[src/sv/json_string_escape_encoder_unit_assert.svh]
// Assertion macros for the JSON string escape encoder.
// Included by the top level; it depends on nothing else.
`ifndef JSON_STRING_ESCAPE_ENCODER_UNIT_ASSERT_SVH
`define JSON_STRING_ESCAPE_ENCODER_UNIT_ASSERT_SVH

// The consequent must hold in the same cycle as the antecedent.
`define JSE_ASSERT_SAME(label, clk, rst_n, ante, cons) \
  label: assert property (@(posedge clk) disable iff (!rst_n) (ante) |-> (cons)) \
    else $error("jse assertion failed");

// The consequent must hold in the cycle after the antecedent.
`define JSE_ASSERT_NEXT(label, clk, rst_n, ante, cons) \
  label: assert property (@(posedge clk) disable iff (!rst_n) (ante) |=> (cons)) \
    else $error("jse assertion failed");

`endif

[src/sv/jse_pkg.sv]
// Shared types, character constants and byte functions of the JSON string escape encoder.
// Used by the front, queue, back and top-level modules; depends on nothing.
package jse_pkg;

  localparam int QUEUE_DEPTH_DEF = 2;

  localparam logic [7:0] CH_QUOTE  = 8'h22;
  localparam logic [7:0] CH_BSLASH = 8'h5C;
  localparam logic [7:0] CH_U      = 8'h75;
  localparam logic [7:0] CH_ZERO   = 8'h30;
  localparam logic [7:0] CH_B      = 8'h62;
  localparam logic [7:0] CH_F      = 8'h66;
  localparam logic [7:0] CH_N      = 8'h6E;
  localparam logic [7:0] CH_R      = 8'h72;
  localparam logic [7:0] CH_T      = 8'h74;
  localparam logic [7:0] CH_L      = 8'h6C;
  localparam logic [7:0] CH_HEX_ALPHA_BASE = 8'h57;
  localparam logic [7:0] CTRL_LIMIT = 8'd32;

  localparam logic [7:0] CC_BS = 8'h08;
  localparam logic [7:0] CC_TAB = 8'h09;
  localparam logic [7:0] CC_LF = 8'h0A;
  localparam logic [7:0] CC_FF = 8'h0C;
  localparam logic [7:0] CC_CR = 8'h0D;

  localparam logic [2:0] ESC_LEN_PLAIN = 3'd1;
  localparam logic [2:0] ESC_LEN_SHORT = 3'd2;
  localparam logic [2:0] ESC_LEN_UNI   = 3'd6;
  localparam logic [3:0] NULL_COUNT    = 4'd4;

  typedef enum logic [1:0] {
    KIND_PLAIN,
    KIND_SHORT,
    KIND_UNI,
    KIND_NULL
  } kind_t;

  typedef struct packed {
    kind_t      kind;
    logic [7:0] data;
    logic [7:0] tag;
    logic       first;
    logic       last;
    logic [2:0] esc_len;
    logic [3:0] count;
  } desc_t;

  typedef struct packed {
    logic empty;
    logic full;
  } q_status_t;

  function automatic logic [7:0] hex_char(input logic [3:0] v);
    logic [7:0] base;
    base = (v < 4'd10) ? CH_ZERO : CH_HEX_ALPHA_BASE;
    return base + {4'b0000, v};
  endfunction

  function automatic logic [7:0] null_char(input logic [1:0] p);
    logic [7:0] c;
    unique case (p)
      2'd0:    c = CH_N;
      2'd1:    c = CH_U;
      default: c = CH_L;
    endcase
    return c;
  endfunction

  function automatic logic [7:0] esc_char(input desc_t d, input logic [2:0] q);
    logic [7:0] c;
    c = d.data;
    unique case (d.kind)
      KIND_SHORT: c = (q == 3'd0) ? CH_BSLASH : d.tag;
      KIND_UNI: begin
        unique case (q)
          3'd0:    c = CH_BSLASH;
          3'd1:    c = CH_U;
          3'd4:    c = hex_char(d.data[7:4]);
          3'd5:    c = hex_char(d.data[3:0]);
          default: c = CH_ZERO;
        endcase
      end
      default: c = d.data;
    endcase
    return c;
  endfunction

  function automatic logic [7:0] item_byte(input desc_t d, input logic [2:0] p);
    logic [2:0] q;
    logic [7:0] c;
    q = p - {2'b00, d.first};
    if (d.kind == KIND_NULL) begin
      c = null_char(p[1:0]);
    end else if (d.first && (p == 3'd0)) begin
      c = CH_QUOTE;
    end else if (q < d.esc_len) begin
      c = esc_char(d, q);
    end else begin
      c = CH_QUOTE;
    end
    return c;
  endfunction

endpackage

[src/sv/jse_front.sv]
// Front end: classifies each input transaction into an escape descriptor.
// Depends on jse_pkg.
module jse_front import jse_pkg::*; (
  input  logic [7:0] data_byte,
  input  logic       has_byte,
  input  logic       is_first,
  input  logic       is_last,
  input  logic       is_null,
  output desc_t      desc,
  output logic       has_output
);

  logic [7:0] tag;
  logic [2:0] esc_len;
  kind_t      kind;

  always_comb begin
    unique case (data_byte)
      CH_QUOTE:  tag = CH_QUOTE;
      CH_BSLASH: tag = CH_BSLASH;
      CC_BS:     tag = CH_B;
      CC_FF:     tag = CH_F;
      CC_LF:     tag = CH_N;
      CC_CR:     tag = CH_R;
      CC_TAB:    tag = CH_T;
      default:   tag = 8'h00;
    endcase

    if (is_null) begin
      kind = KIND_NULL;
    end else if (tag != 8'h00) begin
      kind = KIND_SHORT;
    end else if (data_byte < CTRL_LIMIT) begin
      kind = KIND_UNI;
    end else begin
      kind = KIND_PLAIN;
    end

    if (!has_byte || is_null) begin
      esc_len = 3'd0;
    end else begin
      unique case (kind)
        KIND_SHORT: esc_len = ESC_LEN_SHORT;
        KIND_UNI:   esc_len = ESC_LEN_UNI;
        default:    esc_len = ESC_LEN_PLAIN;
      endcase
    end

    desc.kind    = kind;
    desc.data    = data_byte;
    desc.tag     = tag;
    desc.first   = is_first;
    desc.last    = is_last;
    desc.esc_len = esc_len;
    desc.count   = is_null ? NULL_COUNT
                 : ({3'b000, is_first} + {1'b0, esc_len} + {3'b000, is_last});
    has_output   = (desc.count != 4'd0);
  end

endmodule

[src/sv/jse_queue.sv]
// Short descriptor queue that decouples the front end from the back end.
// Depends on jse_pkg.
module jse_queue import jse_pkg::*; #(
  parameter int DEPTH = QUEUE_DEPTH_DEF
) (
  input  logic      clk,
  input  logic      rst_n,
  input  logic      push,
  input  desc_t     wr_data,
  input  logic      pop,
  output desc_t     rd_data,
  output q_status_t status
);

  localparam int PTR_W = (DEPTH > 1) ? $clog2(DEPTH) : 1;
  localparam int CNT_W = $clog2(DEPTH + 1);

  desc_t              mem_r [DEPTH];
  logic [PTR_W-1:0]   wr_ptr_r, wr_ptr_nxt;
  logic [PTR_W-1:0]   rd_ptr_r, rd_ptr_nxt;
  logic [CNT_W-1:0]   count_r, count_nxt;

  always_comb begin
    wr_ptr_nxt = wr_ptr_r;
    rd_ptr_nxt = rd_ptr_r;
    count_nxt  = count_r;
    if (push) begin
      wr_ptr_nxt = (wr_ptr_r == PTR_W'(DEPTH - 1)) ? '0 : wr_ptr_r + PTR_W'(1);
    end
    if (pop) begin
      rd_ptr_nxt = (rd_ptr_r == PTR_W'(DEPTH - 1)) ? '0 : rd_ptr_r + PTR_W'(1);
    end
    if (push && !pop) begin
      count_nxt = count_r + CNT_W'(1);
    end else if (pop && !push) begin
      count_nxt = count_r - CNT_W'(1);
    end
  end

  always_ff @(posedge clk) begin
    if (!rst_n) begin
      wr_ptr_r <= '0;
      rd_ptr_r <= '0;
      count_r  <= '0;
    end else begin
      wr_ptr_r <= wr_ptr_nxt;
      rd_ptr_r <= rd_ptr_nxt;
      count_r  <= count_nxt;
    end
  end

  always_ff @(posedge clk) begin
    if (push) begin
      mem_r[wr_ptr_r] <= wr_data;
    end
  end

  assign rd_data      = mem_r[rd_ptr_r];
  assign status.empty = (count_r == '0);
  assign status.full  = (count_r == CNT_W'(DEPTH));

endmodule

[src/sv/jse_back.sv]
// Back end: walks the bytes of the head descriptor into a registered output stage.
// Depends on jse_pkg.
module jse_back import jse_pkg::*; (
  input  logic      clk,
  input  logic      rst_n,
  input  desc_t     head,
  input  q_status_t q_stat,
  output logic      pop,
  output logic      out_valid,
  input  logic      out_ready,
  output logic [7:0] out_byte,
  output logic      out_run_last,
  output logic      out_string_end
);

  logic [2:0] step_r, step_nxt;
  logic       valid_r, valid_nxt;
  logic [7:0] byte_r, byte_nxt;
  logic       run_last_r, run_last_nxt;
  logic       end_r, end_nxt;
  logic       load;
  logic       last_step;

  always_comb begin
    load      = !q_stat.empty && (!valid_r || out_ready);
    last_step = (({1'b0, step_r} + 4'd1) == head.count);
    pop       = load && last_step;

    step_nxt     = step_r;
    valid_nxt    = valid_r && !out_ready;
    byte_nxt     = byte_r;
    run_last_nxt = run_last_r;
    end_nxt      = end_r;
    if (load) begin
      step_nxt     = last_step ? 3'd0 : step_r + 3'd1;
      valid_nxt    = 1'b1;
      byte_nxt     = item_byte(head, step_r);
      run_last_nxt = last_step;
      end_nxt      = last_step && ((head.kind == KIND_NULL) || head.last);
    end
  end

  always_ff @(posedge clk) begin
    if (!rst_n) begin
      step_r  <= 3'd0;
      valid_r <= 1'b0;
    end else begin
      step_r  <= step_nxt;
      valid_r <= valid_nxt;
    end
  end

  always_ff @(posedge clk) begin
    byte_r     <= byte_nxt;
    run_last_r <= run_last_nxt;
    end_r      <= end_nxt;
  end

  assign out_valid      = valid_r;
  assign out_byte       = byte_r;
  assign out_run_last   = run_last_r;
  assign out_string_end = end_r;

endmodule

[src/sv/json_string_escape_encoder_unit.sv]
// JSON string escape encoder, top level: front end, descriptor queue and back end.
// Depends on jse_pkg, jse_front, jse_queue, jse_back and the assertion header.
//
// Usage:
// The in_ channel carries one string byte per transaction in in_tdata, with
// in_tuser flags has_byte, is_first and is_null and in_tlast marking the end
// of the string. The out_ channel returns one byte of escaped JSON text per
// transaction; out_tlast marks the last byte caused by one input transaction
// and out_tuser marks the final byte of the whole JSON string.
// The first result byte of a transaction is registered in the descriptor queue
// and then in the back end's output register before it is valid.
// Throughput: a transaction produces up to eight result bytes, and the back end
// emits them while out_tready is high, so plain bytes stream at one per cycle
// unless the receiver stalls; the back end's single output register sets this rate.
// A transaction that produces no result is accepted and dropped.
// Reset empties the queue and the output register; nothing else is held.
// When the receiver stalls, the output register holds its byte, the queue
// fills, and in_tready falls once the queue is full.
`include "json_string_escape_encoder_unit_assert.svh"

module json_string_escape_encoder_unit import jse_pkg::*; #(
  parameter int QUEUE_DEPTH = QUEUE_DEPTH_DEF
) (
  input  logic       clk,
  input  logic       rst_n,
  input  logic       in_tvalid,
  output logic       in_tready,
  input  logic [7:0] in_tdata,   // [7:0] data_byte
  input  logic [2:0] in_tuser,   // [0] has_byte, [1] is_first, [2] is_null
  input  logic       in_tlast,   // is_last
  output logic       out_tvalid,
  input  logic       out_tready,
  output logic [7:0] out_tdata,  // [7:0] out_byte
  output logic [0:0] out_tuser,  // [0] string_end
  output logic       out_tlast   // run_last
);

  desc_t     front_desc;
  logic      front_has_output;
  desc_t     head;
  q_status_t q_stat;
  logic      push;
  logic      pop;

  jse_front u_front (
    .data_byte  (in_tdata),
    .has_byte   (in_tuser[0]),
    .is_first   (in_tuser[1]),
    .is_last    (in_tlast),
    .is_null    (in_tuser[2]),
    .desc       (front_desc),
    .has_output (front_has_output)
  );

  assign in_tready = !q_stat.full;
  assign push      = in_tvalid && in_tready && front_has_output;

  jse_queue #(
    .DEPTH (QUEUE_DEPTH)
  ) u_queue (
    .clk     (clk),
    .rst_n   (rst_n),
    .push    (push),
    .wr_data (front_desc),
    .pop     (pop),
    .rd_data (head),
    .status  (q_stat)
  );

  jse_back u_back (
    .clk            (clk),
    .rst_n          (rst_n),
    .head           (head),
    .q_stat         (q_stat),
    .pop            (pop),
    .out_valid      (out_tvalid),
    .out_ready      (out_tready),
    .out_byte       (out_tdata),
    .out_run_last   (out_tlast),
    .out_string_end (out_tuser[0])
  );

  `JSE_ASSERT_SAME(a_end_is_run_last, clk, rst_n, out_tvalid && out_tuser[0], out_tlast)
  `JSE_ASSERT_NEXT(a_run_continues, clk, rst_n, out_tvalid && !out_tlast, out_tvalid)
  `JSE_ASSERT_NEXT(a_push_fills, clk, rst_n, push, !q_stat.empty)

endmodule
[config.mk]
export PLATFORM = sky130hd
export DESIGN_NAME = json_string_escape_encoder_unit
export DESIGN_NICKNAME = d
export VERILOG_FILES = /design/src/sv/jse_pkg.sv /design/src/sv/jse_front.sv /design/src/sv/jse_queue.sv /design/src/sv/jse_back.sv /design/src/sv/json_string_escape_encoder_unit.sv
export VERILOG_INCLUDE_DIRS = /design/src /design/src/sv
export SDC_FILE = /design/constraint.sdc
export NUM_CORES = 1
export LEC_CHECK = 0
export BUFFER_PORTS_ARGS = -buffer_cell sky130_fd_sc_hd__buf_2
export CAP_MARGIN = 30
export CORE_ASPECT_RATIO = 0.75
export CORE_MARGIN = 4
export CORE_UTILIZATION = 47
export CTS_BUF_LIST = sky130_fd_sc_hd__clkbuf_4
export CTS_CLUSTER_DIAMETER = 40
export DETAILED_ROUTE_END_ITERATION = 7
export GPL_TIMING_DRIVEN = 0
export PLACE_DENSITY = 0.67
export SYNTH_ARGS = -nofsm -noshare
export SYNTH_HDL_FRONTEND = slang
export SYNTH_SLANG_ARGS = --single-unit
[constraint.sdc]
create_clock -name clk -period 4.9 [get_ports clk]
set_input_delay 0.49 -clock clk [delete_from_list [all_inputs] [get_ports clk]]
set_output_delay 0.49 -clock clk [all_outputs]
set_load 0.02 [all_outputs]
==> impl_metrics.tcl, run 1 <==
set metrics [dict create \
    nNetsFinal 408 \
    worstPathMaxFanout 14 \
    r2r_setup_slack_ns 1.20 \
    clkTransAtPathRegs_ns 0.12 \
    worstSetupEndpoint "u_queue.mem_r[0][10]$_DFFE_PP_" \
    wl_um 8240 \
    max_freq_mhz 221 \
    rsz0062_at_grt "no" \
    r2r_end "u_back.out_byte[1]$_DFFE_PP_" \
    grt.total_usage 0.181 \
    synth.top_cell.area_share 0.473 \
    synth.cell_area_um2 3810 \
    synth_edf_count 60 \
    antenna_found_initial 0 \
    fillers 701 \
    ff2ff_path_depth 13 \
    seqCellArea_um2 1980 \
    finalMaxSlewViolations 0 \
    skew_ns 0.0283 \
    cp.arrival_ns 4.65 \
    drc 0 \
    cp.required_ns 5.02 \
    max-slew-margin-rel 0.560 \
    clock-sinks 69 \
    cts_tree "done" \
    setup.worst_path.start_class "input port" \
    die-area_um2 9630 \
    worst_slew_pin_slew_ns 0.651 \
    endpoint_kind "flop" \
    peakVddDrop_mv 0.229 \
    crit_type "in2reg" \
    die_h_um 86.0 \
    ctsHtreeMaxLevel 3 \
    n_antenna_cell 0 \
    core_um2 7880 \
    ys.flop_type "edfxtp_1" \
    final_common_cell "edfxtp_1" \
    numCtsBuffers 9 \
    area_growth_pct 11.3 \
    clock_path_buffers 2 \
    synth_area_leader_cell "edfxtp_1" \
    avgRoutedWirePerCell_um 17.2 \
    first_pass_iters 4 \
    layout_common_cells "edfxtp_1, buf_2, inv_1" \
    die_w_um 112 \
    cp.depth 16 \
    synth_warnings 0 \
    grt_pass1_wl_um 13600 \
    io_buffer_count 27 \
    vias_per_cell 5.54 \
    crit_slowest_cell "o41ai_1" \
    hold_class "in2reg" \
    drive_above_1_share 0.168 \
    dp_cells 464 \
    cp_top_family "compound AO/OA/AOI/OAI gates" \
    power_density_nw_per_um2 431 \
    cp-startpoint "in_tdata[6]" \
    initialDrtViolationCount 158 \
    path_buf_inv 3 \
    placed_area_um2 4110 \
    final-hold-violation-count 0 \
    path_common_cell "ha_1" \
    period_share 0.923 \
    grt_pass1_vias 2559 \
    grt_max_degree 15 \
    multi_input_area_um2 1690 \
    cap_violations 0 \
    status "completed" \
    grt_overflow 0 \
    setup_violations 0 \
    postCtsHoldBufs 0 \
    cpPeakStageDelay_ns 0.56 \
    ys_seq_area_frac 0.520 \
    crit_path_cell_trace "buf_2, nor4bb_1, nand3_1, a21oi_1, o21ai_0, inv_1, o41ai_1, ha_1, and3_1, fa_1, ha_1, nor2b_1, a311oi_1, a31oi_1, nor2b_4, buf_8" \
    period_minus_slack_ns 4.52 \
    syn-instance-count 330 \
    hpwl_um 6280 \
    ys_seq_elements 69 \
    synthTopCellsByArea "edfxtp_1, ha_1, dfxtp_1" \
    num_vias 2660 \
    synth_cell_types 57 \
    ctsRootBufferMaster "clkbuf_4" \
    fp-row-count 28 \
    initial_core_util 0.484 \
    instances_no_fill 480 \
    ios 28 \
    synth_area_per_cell_um2 11.6 \
    power.leakage_nw 1.56 \
    syn-num-nets 368 \
    postLayoutCellArea_um2 4240 \
    gp_congestion 0.886 \
    final_antenna_net_count 0 \
    async_flop_share 0 \
    clock_latency_ns 0.42 \
]
==> synthesized netlist by cell type (3+ instances only) <==
| library cell | count |
|---|---|
| o21a_1 | 4 |
| mux2i_1 | 17 |
| nor3_1 | 4 |
| and2_1 | 4 |
| nand3_1 | 9 |
| edfxtp_1 | 60 |
| nor3b_1 | 5 |
| clkbuf_1 | 6 |
| nand2_1 | 25 |
| and3_1 | 4 |
| ha_1 | 19 |
| a21oi_1 | 14 |
| o21ai_0 | 14 |
| a32oi_1 | 3 |
| inv_1 | 26 |
| a31oi_1 | 4 |
| fa_1 | 3 |
| nor2_1 | 12 |
| mux2_2 | 7 |
| buf_2 | 4 |
| a21boi_0 | 5 |
| or3_1 | 4 |
| o31ai_1 | 3 |
| a211oi_1 | 5 |
| dfxtp_1 | 9 |
| xnor2_1 | 6 |
| nor2b_1 | 13 |
| xor2_1 | 3 |
==> worst register-to-register path, delay by kind of cell, from the launching register on <==
| family | cells | cell delay (ns) |
|---|---|---|
| AOI/OAI and AO/OA | 4 | 0.81 |
| adders and majority gates | 3 | 0.78 |
| buffers and inverters | 3 | 0.46 |
| DFF | 1 | 0.44 |
| and+or+nand+nor | 1 | 0.44 |
| muxes | 1 | 0.29 |
| xor gates and xnor gates | 1 | 0.22 |
==> per-stage QoR <==
step	TNS (ns)	setup slack (ns)	hold WS, ns	utilization	power [mW]
4_1_cts	0	0.180	0.272	0.537	1.84
6_report	0	0.377	0.306	0.538	1.83
3_5_place_dp	-7.91	-0.278	0.512	0.522	1.50
5_1_grt	0	0.0770	0.250	0.538	1.96
2_1_floorplan	0	0.133	0.471	-	1.30
3_3_place_gp	-41.14	-1.24	0.492	0.517	1.48
==> where the power goes <==
group / internal (mW) / total, mW / switching [mW]
Clock: 0.111 / 0.338 / 0.227
Combinational: 0.254 / 0.693 / 0.439
Sequential: 0.756 / 0.796 / 0.0394
==> sequential cells by signal (all words and copies together) (netlist names), 2 cells and up, named ones only <==
register         count
u_back.out_byte      8
u_back.step_r        3
u_queue.count_r      2
u_queue.mem_r       50
==> layer usage <==
metal  wire [um]  up-vias  global-route usage
li1            -     1320                   -
met1        4170     1267               0.276
met2        3540       69               0.261
met3         477        4              0.0480
met4          51        0              0.0360
met5           0        -                   0
==> layout make-up <==
cell class,count,area share
Clock inverter,7,0.0136
Buffer,11,0.0127
Clock buffer,9,0.0159
Inverter,26,0.0230
Timing Repair Buffer,29,0.0389
Tap cell,105,0.0310
Sequential cell,69,0.467
Multi-Input combinational cell,224,0.398
==> cells by family (layout without fill, tap and decap cells) <==
group / after synthesis / after routing / share of synthesized area
DFF: 69 / 69 / 0.520
buffers and inverters: 37 / 82 / 0.0397
adders and majority gates: 22 / 22 / 0.0781
AOI/OAI and AO/OA: 75 / 75 / 0.135
xor gates and xnor gates: 10 / 10 / 0.0279
muxes: 25 / 25 / 0.0683
and+or+nand+nor: 92 / 92 / 0.131
==> worst min path at each step <==
stage | cells after the start | start | to
finish | 1 | in_tdata[3] | u_queue.mem_r[0][19]$_DFFE_PP_
global route | 1 | in_tdata[3] | u_queue.mem_r[1][19]$_DFFE_PP_
CTS | 1 | in_tdata[3] | u_queue.mem_r[0][19]$_DFFE_PP_
detailed placement | 2 | u_back.step_r[1]$_SDFFE_PN0P_ | u_back.step_r[1]$_SDFFE_PN0P_
global placement | 2 | u_queue.rd_ptr_r$_SDFFE_PN0P_ | u_queue.rd_ptr_r$_SDFFE_PN0P_
floorplan | 2 | u_back.step_r[1]$_SDFFE_PN0P_ | u_back.step_r[1]$_SDFFE_PN0P_
==> repair_timing <==
action,in CTS,in global routing
resized for setup,0,2
setup endpoints to repair,0,27
setup buffers,0,0
endpoints found under the hold margin,0,0
No activity file was read; power rests on OpenSTA's default activity.
==> inputs of run 2 (changes only) <==
--- a/config.mk
+++ b/config.mk
@@ -9,7 +9,6 @@
 export BUFFER_PORTS_ARGS = -buffer_cell sky130_fd_sc_hd__buf_2
 export CAP_MARGIN = 30
 export CORE_ASPECT_RATIO = 0.75
-export CORE_MARGIN = 4
 export CORE_UTILIZATION = 47
 export CTS_BUF_LIST = sky130_fd_sc_hd__clkbuf_4
 export CTS_CLUSTER_DIAMETER = 40
==> run 2 against run 1 <==
Against the previous run: die area decreased by 12%; critical path type unchanged; non-clock buffer count unchanged; global-route usage increased by 3.0 points; clock-buffer cell count increased by 2; power increased by 2.3%; hold slack got worse by 0.018 ns; combinational power about the same.
==> impl_metrics.tcl, run 2 (synthesized netlist as in run 1, its figures left out) <==
set metrics [dict create \
    die_h_um 80.0 \
    cp-startpoint "in_tdata[6]" \
    skew_ns 0.0161 \
    postCtsHoldBufs 0 \
    nNetsFinal 408 \
    worst_slew_pin_slew_ns 0.574 \
    crit_slowest_cell "nor2b_2" \
    rsz0062_at_grt "no" \
    grt_pass1_vias 2557 \
    clock_path_buffers 2 \
    hold_class "in2reg" \
    layout_setup_ws_ns 0.385 \
    initialDrtViolationCount 165 \
    drc 0 \
    worstPathMaxFanout 17 \
    fp-row-count 28 \
    postLayoutCellArea_um2 4270 \
    drive_above_1_share 0.165 \
    clock-sinks 69 \
    vias_per_cell 5.67 \
    area_growth_pct 11.9 \
    crit_path_cell_trace "buf_2, nor4bb_1, nand3_1, a21oi_1, o21ai_0, inv_1, o41ai_1, ha_1, and3_1, fa_1, ha_1, nor2b_1, a311oi_1, a31oi_1, nor2b_2, buf_8" \
    path_common_cell "ha_1" \
    io_buffer_count 27 \
    period_minus_slack_ns 4.51 \
    ctsHtreeMaxLevel 3 \
    avgRoutedWirePerCell_um 16.9 \
    status "completed" \
    power_density_nw_per_um2 438 \
    cp.arrival_ns 4.64 \
    clock_latency_ns 0.42 \
    max_freq_mhz 222 \
    finalMaxSlewViolations 0 \
    cts_resized 0 \
    final_antenna_net_count 0 \
    first_pass_iters 4 \
    die_w_um 106 \
    power.leakage_nw 1.58 \
    worstSetupEndpoint "u_queue.mem_r[0][20]$_DFFE_PP_" \
    cp.required_ns 5.03 \
    hpwl_um 6060 \
    fillers 703 \
    num_vias 2721 \
    grt.total_usage 0.211 \
    regMostFlops "u_queue.mem_r" \
    ff2ff_path_depth 13 \
    ctsRootBufferMaster "clkbuf_4" \
    dp_slack_ns -0.0807 \
    gp_congestion 0.986 \
    cpPeakStageDelay_ns 0.56 \
    placed_area_um2 4120 \
    cap_violations 0 \
    layout_common_cells "edfxtp_1, buf_2, inv_1" \
    wl_um 8110 \
    crit_type "in2reg" \
    antenna_found_initial 0 \
    hold_depth 1 \
    r2r_end "u_back.out_byte[1]$_DFFE_PP_" \
    clkTransAtPathRegs_ns 0.11 \
    post_cts_buffers 0 \
    initial_core_util 0.484 \
    peakVddDrop_mv 0.221 \
    setup_violations 0 \
    period_share 0.921 \
    max-slew-margin-rel 0.608 \
    die-area_um2 8480 \
    ios 28 \
    r2r_setup_slack_ns 1.27 \
    setup.worst_path.start_class "input port" \
    n_antenna_cell 0 \
    endpoint_kind "flop" \
    grt_pass1_wl_um 13200 \
    final_common_cell "edfxtp_1" \
    final-hold-violation-count 0 \
    cts_tree "done" \
    core_um2 7880 \
    largest_reg_flops 50 \
    numCtsBuffers 9 \
    grt_max_degree 20 \
    grt_overflow 0 \
]
==> run 2: cell type report <==
class / instances / area [um^2] / area share
multi-input cells: 224 / 1680 / 0.394
well taps: 105 / 131 / 0.0308
plain buffers: 11 / 53.8 / 0.0126
clock buffers: 11 / 82.6 / 0.0194
inverters: 26 / 97.6 / 0.0229
flip-flops and latches: 69 / 1980 / 0.465
clock inverters: 5 / 60.1 / 0.0141
repair buffers: 29 / 178 / 0.0416
==> run 2: how the worst min path moves through the flow <==
stage	from	endpoint	slack [ns]
after floorplan	u_back.step_r[1]$_SDFFE_PN0P_	u_back.step_r[1]$_SDFFE_PN0P_	0.47
after global routing	in_tdata[3]	u_queue.mem_r[0][19]$_DFFE_PP_	0.26
after detailed placement	u_back.step_r[1]$_SDFFE_PN0P_	u_back.step_r[1]$_SDFFE_PN0P_	0.50
after CTS	in_tdata[3]	u_queue.mem_r[0][19]$_DFFE_PP_	0.26
after global placement	u_queue.rd_ptr_r$_SDFFE_PN0P_	u_queue.rd_ptr_r$_SDFFE_PN0P_	0.49
final	in_tdata[3]	u_queue.mem_r[1][19]$_DFFE_PP_	0.29
==> run 2: metal layers <==
metal / up-vias / wire [um] / share of wire / global-route usage
li1: 1317 / - / - / -
met1: 1279 / 3790 / 0.47 / 0.294
met2: 108 / 3410 / 0.42 / 0.302
met3: 17 / 767 / 0.095 / 0.0702
met4: 0 / 134 / 0.017 / 0.0806
met5: - / 0 / 0 / 0
==> run 2: power by group <==
part,internal [mW],switching [mW],leakage [nW]
sequential,0.756,0.0403,0.632
clock,0.169,0.212,0.0774
combinational,0.254,0.437,0.867
==> run 2: stage by stage <==
stage                     hold slack [ns]  power [mW]   util  instances  setup TNS [ns]
final                               0.287        1.87  0.541        480               0
after global placement              0.493        1.47  0.517        462          -37.18
after CTS                           0.265        1.88  0.541        480               0
after global routing                0.260        1.99  0.541        480               0
after floorplan                     0.471        1.30      -        330               0
after detailed placement            0.503        1.49  0.523        464           -1.35
==> run 2: worst max-delay path, delay by kind of cell <==
kind / cells / cell delay [ns]
AOI/OAI and AO/OA: 5 / 1.28
adders and majority gates: 3 / 1.06
buffers and inverters: 3 / 0.51
and+or+nand+nor: 5 / 1.30
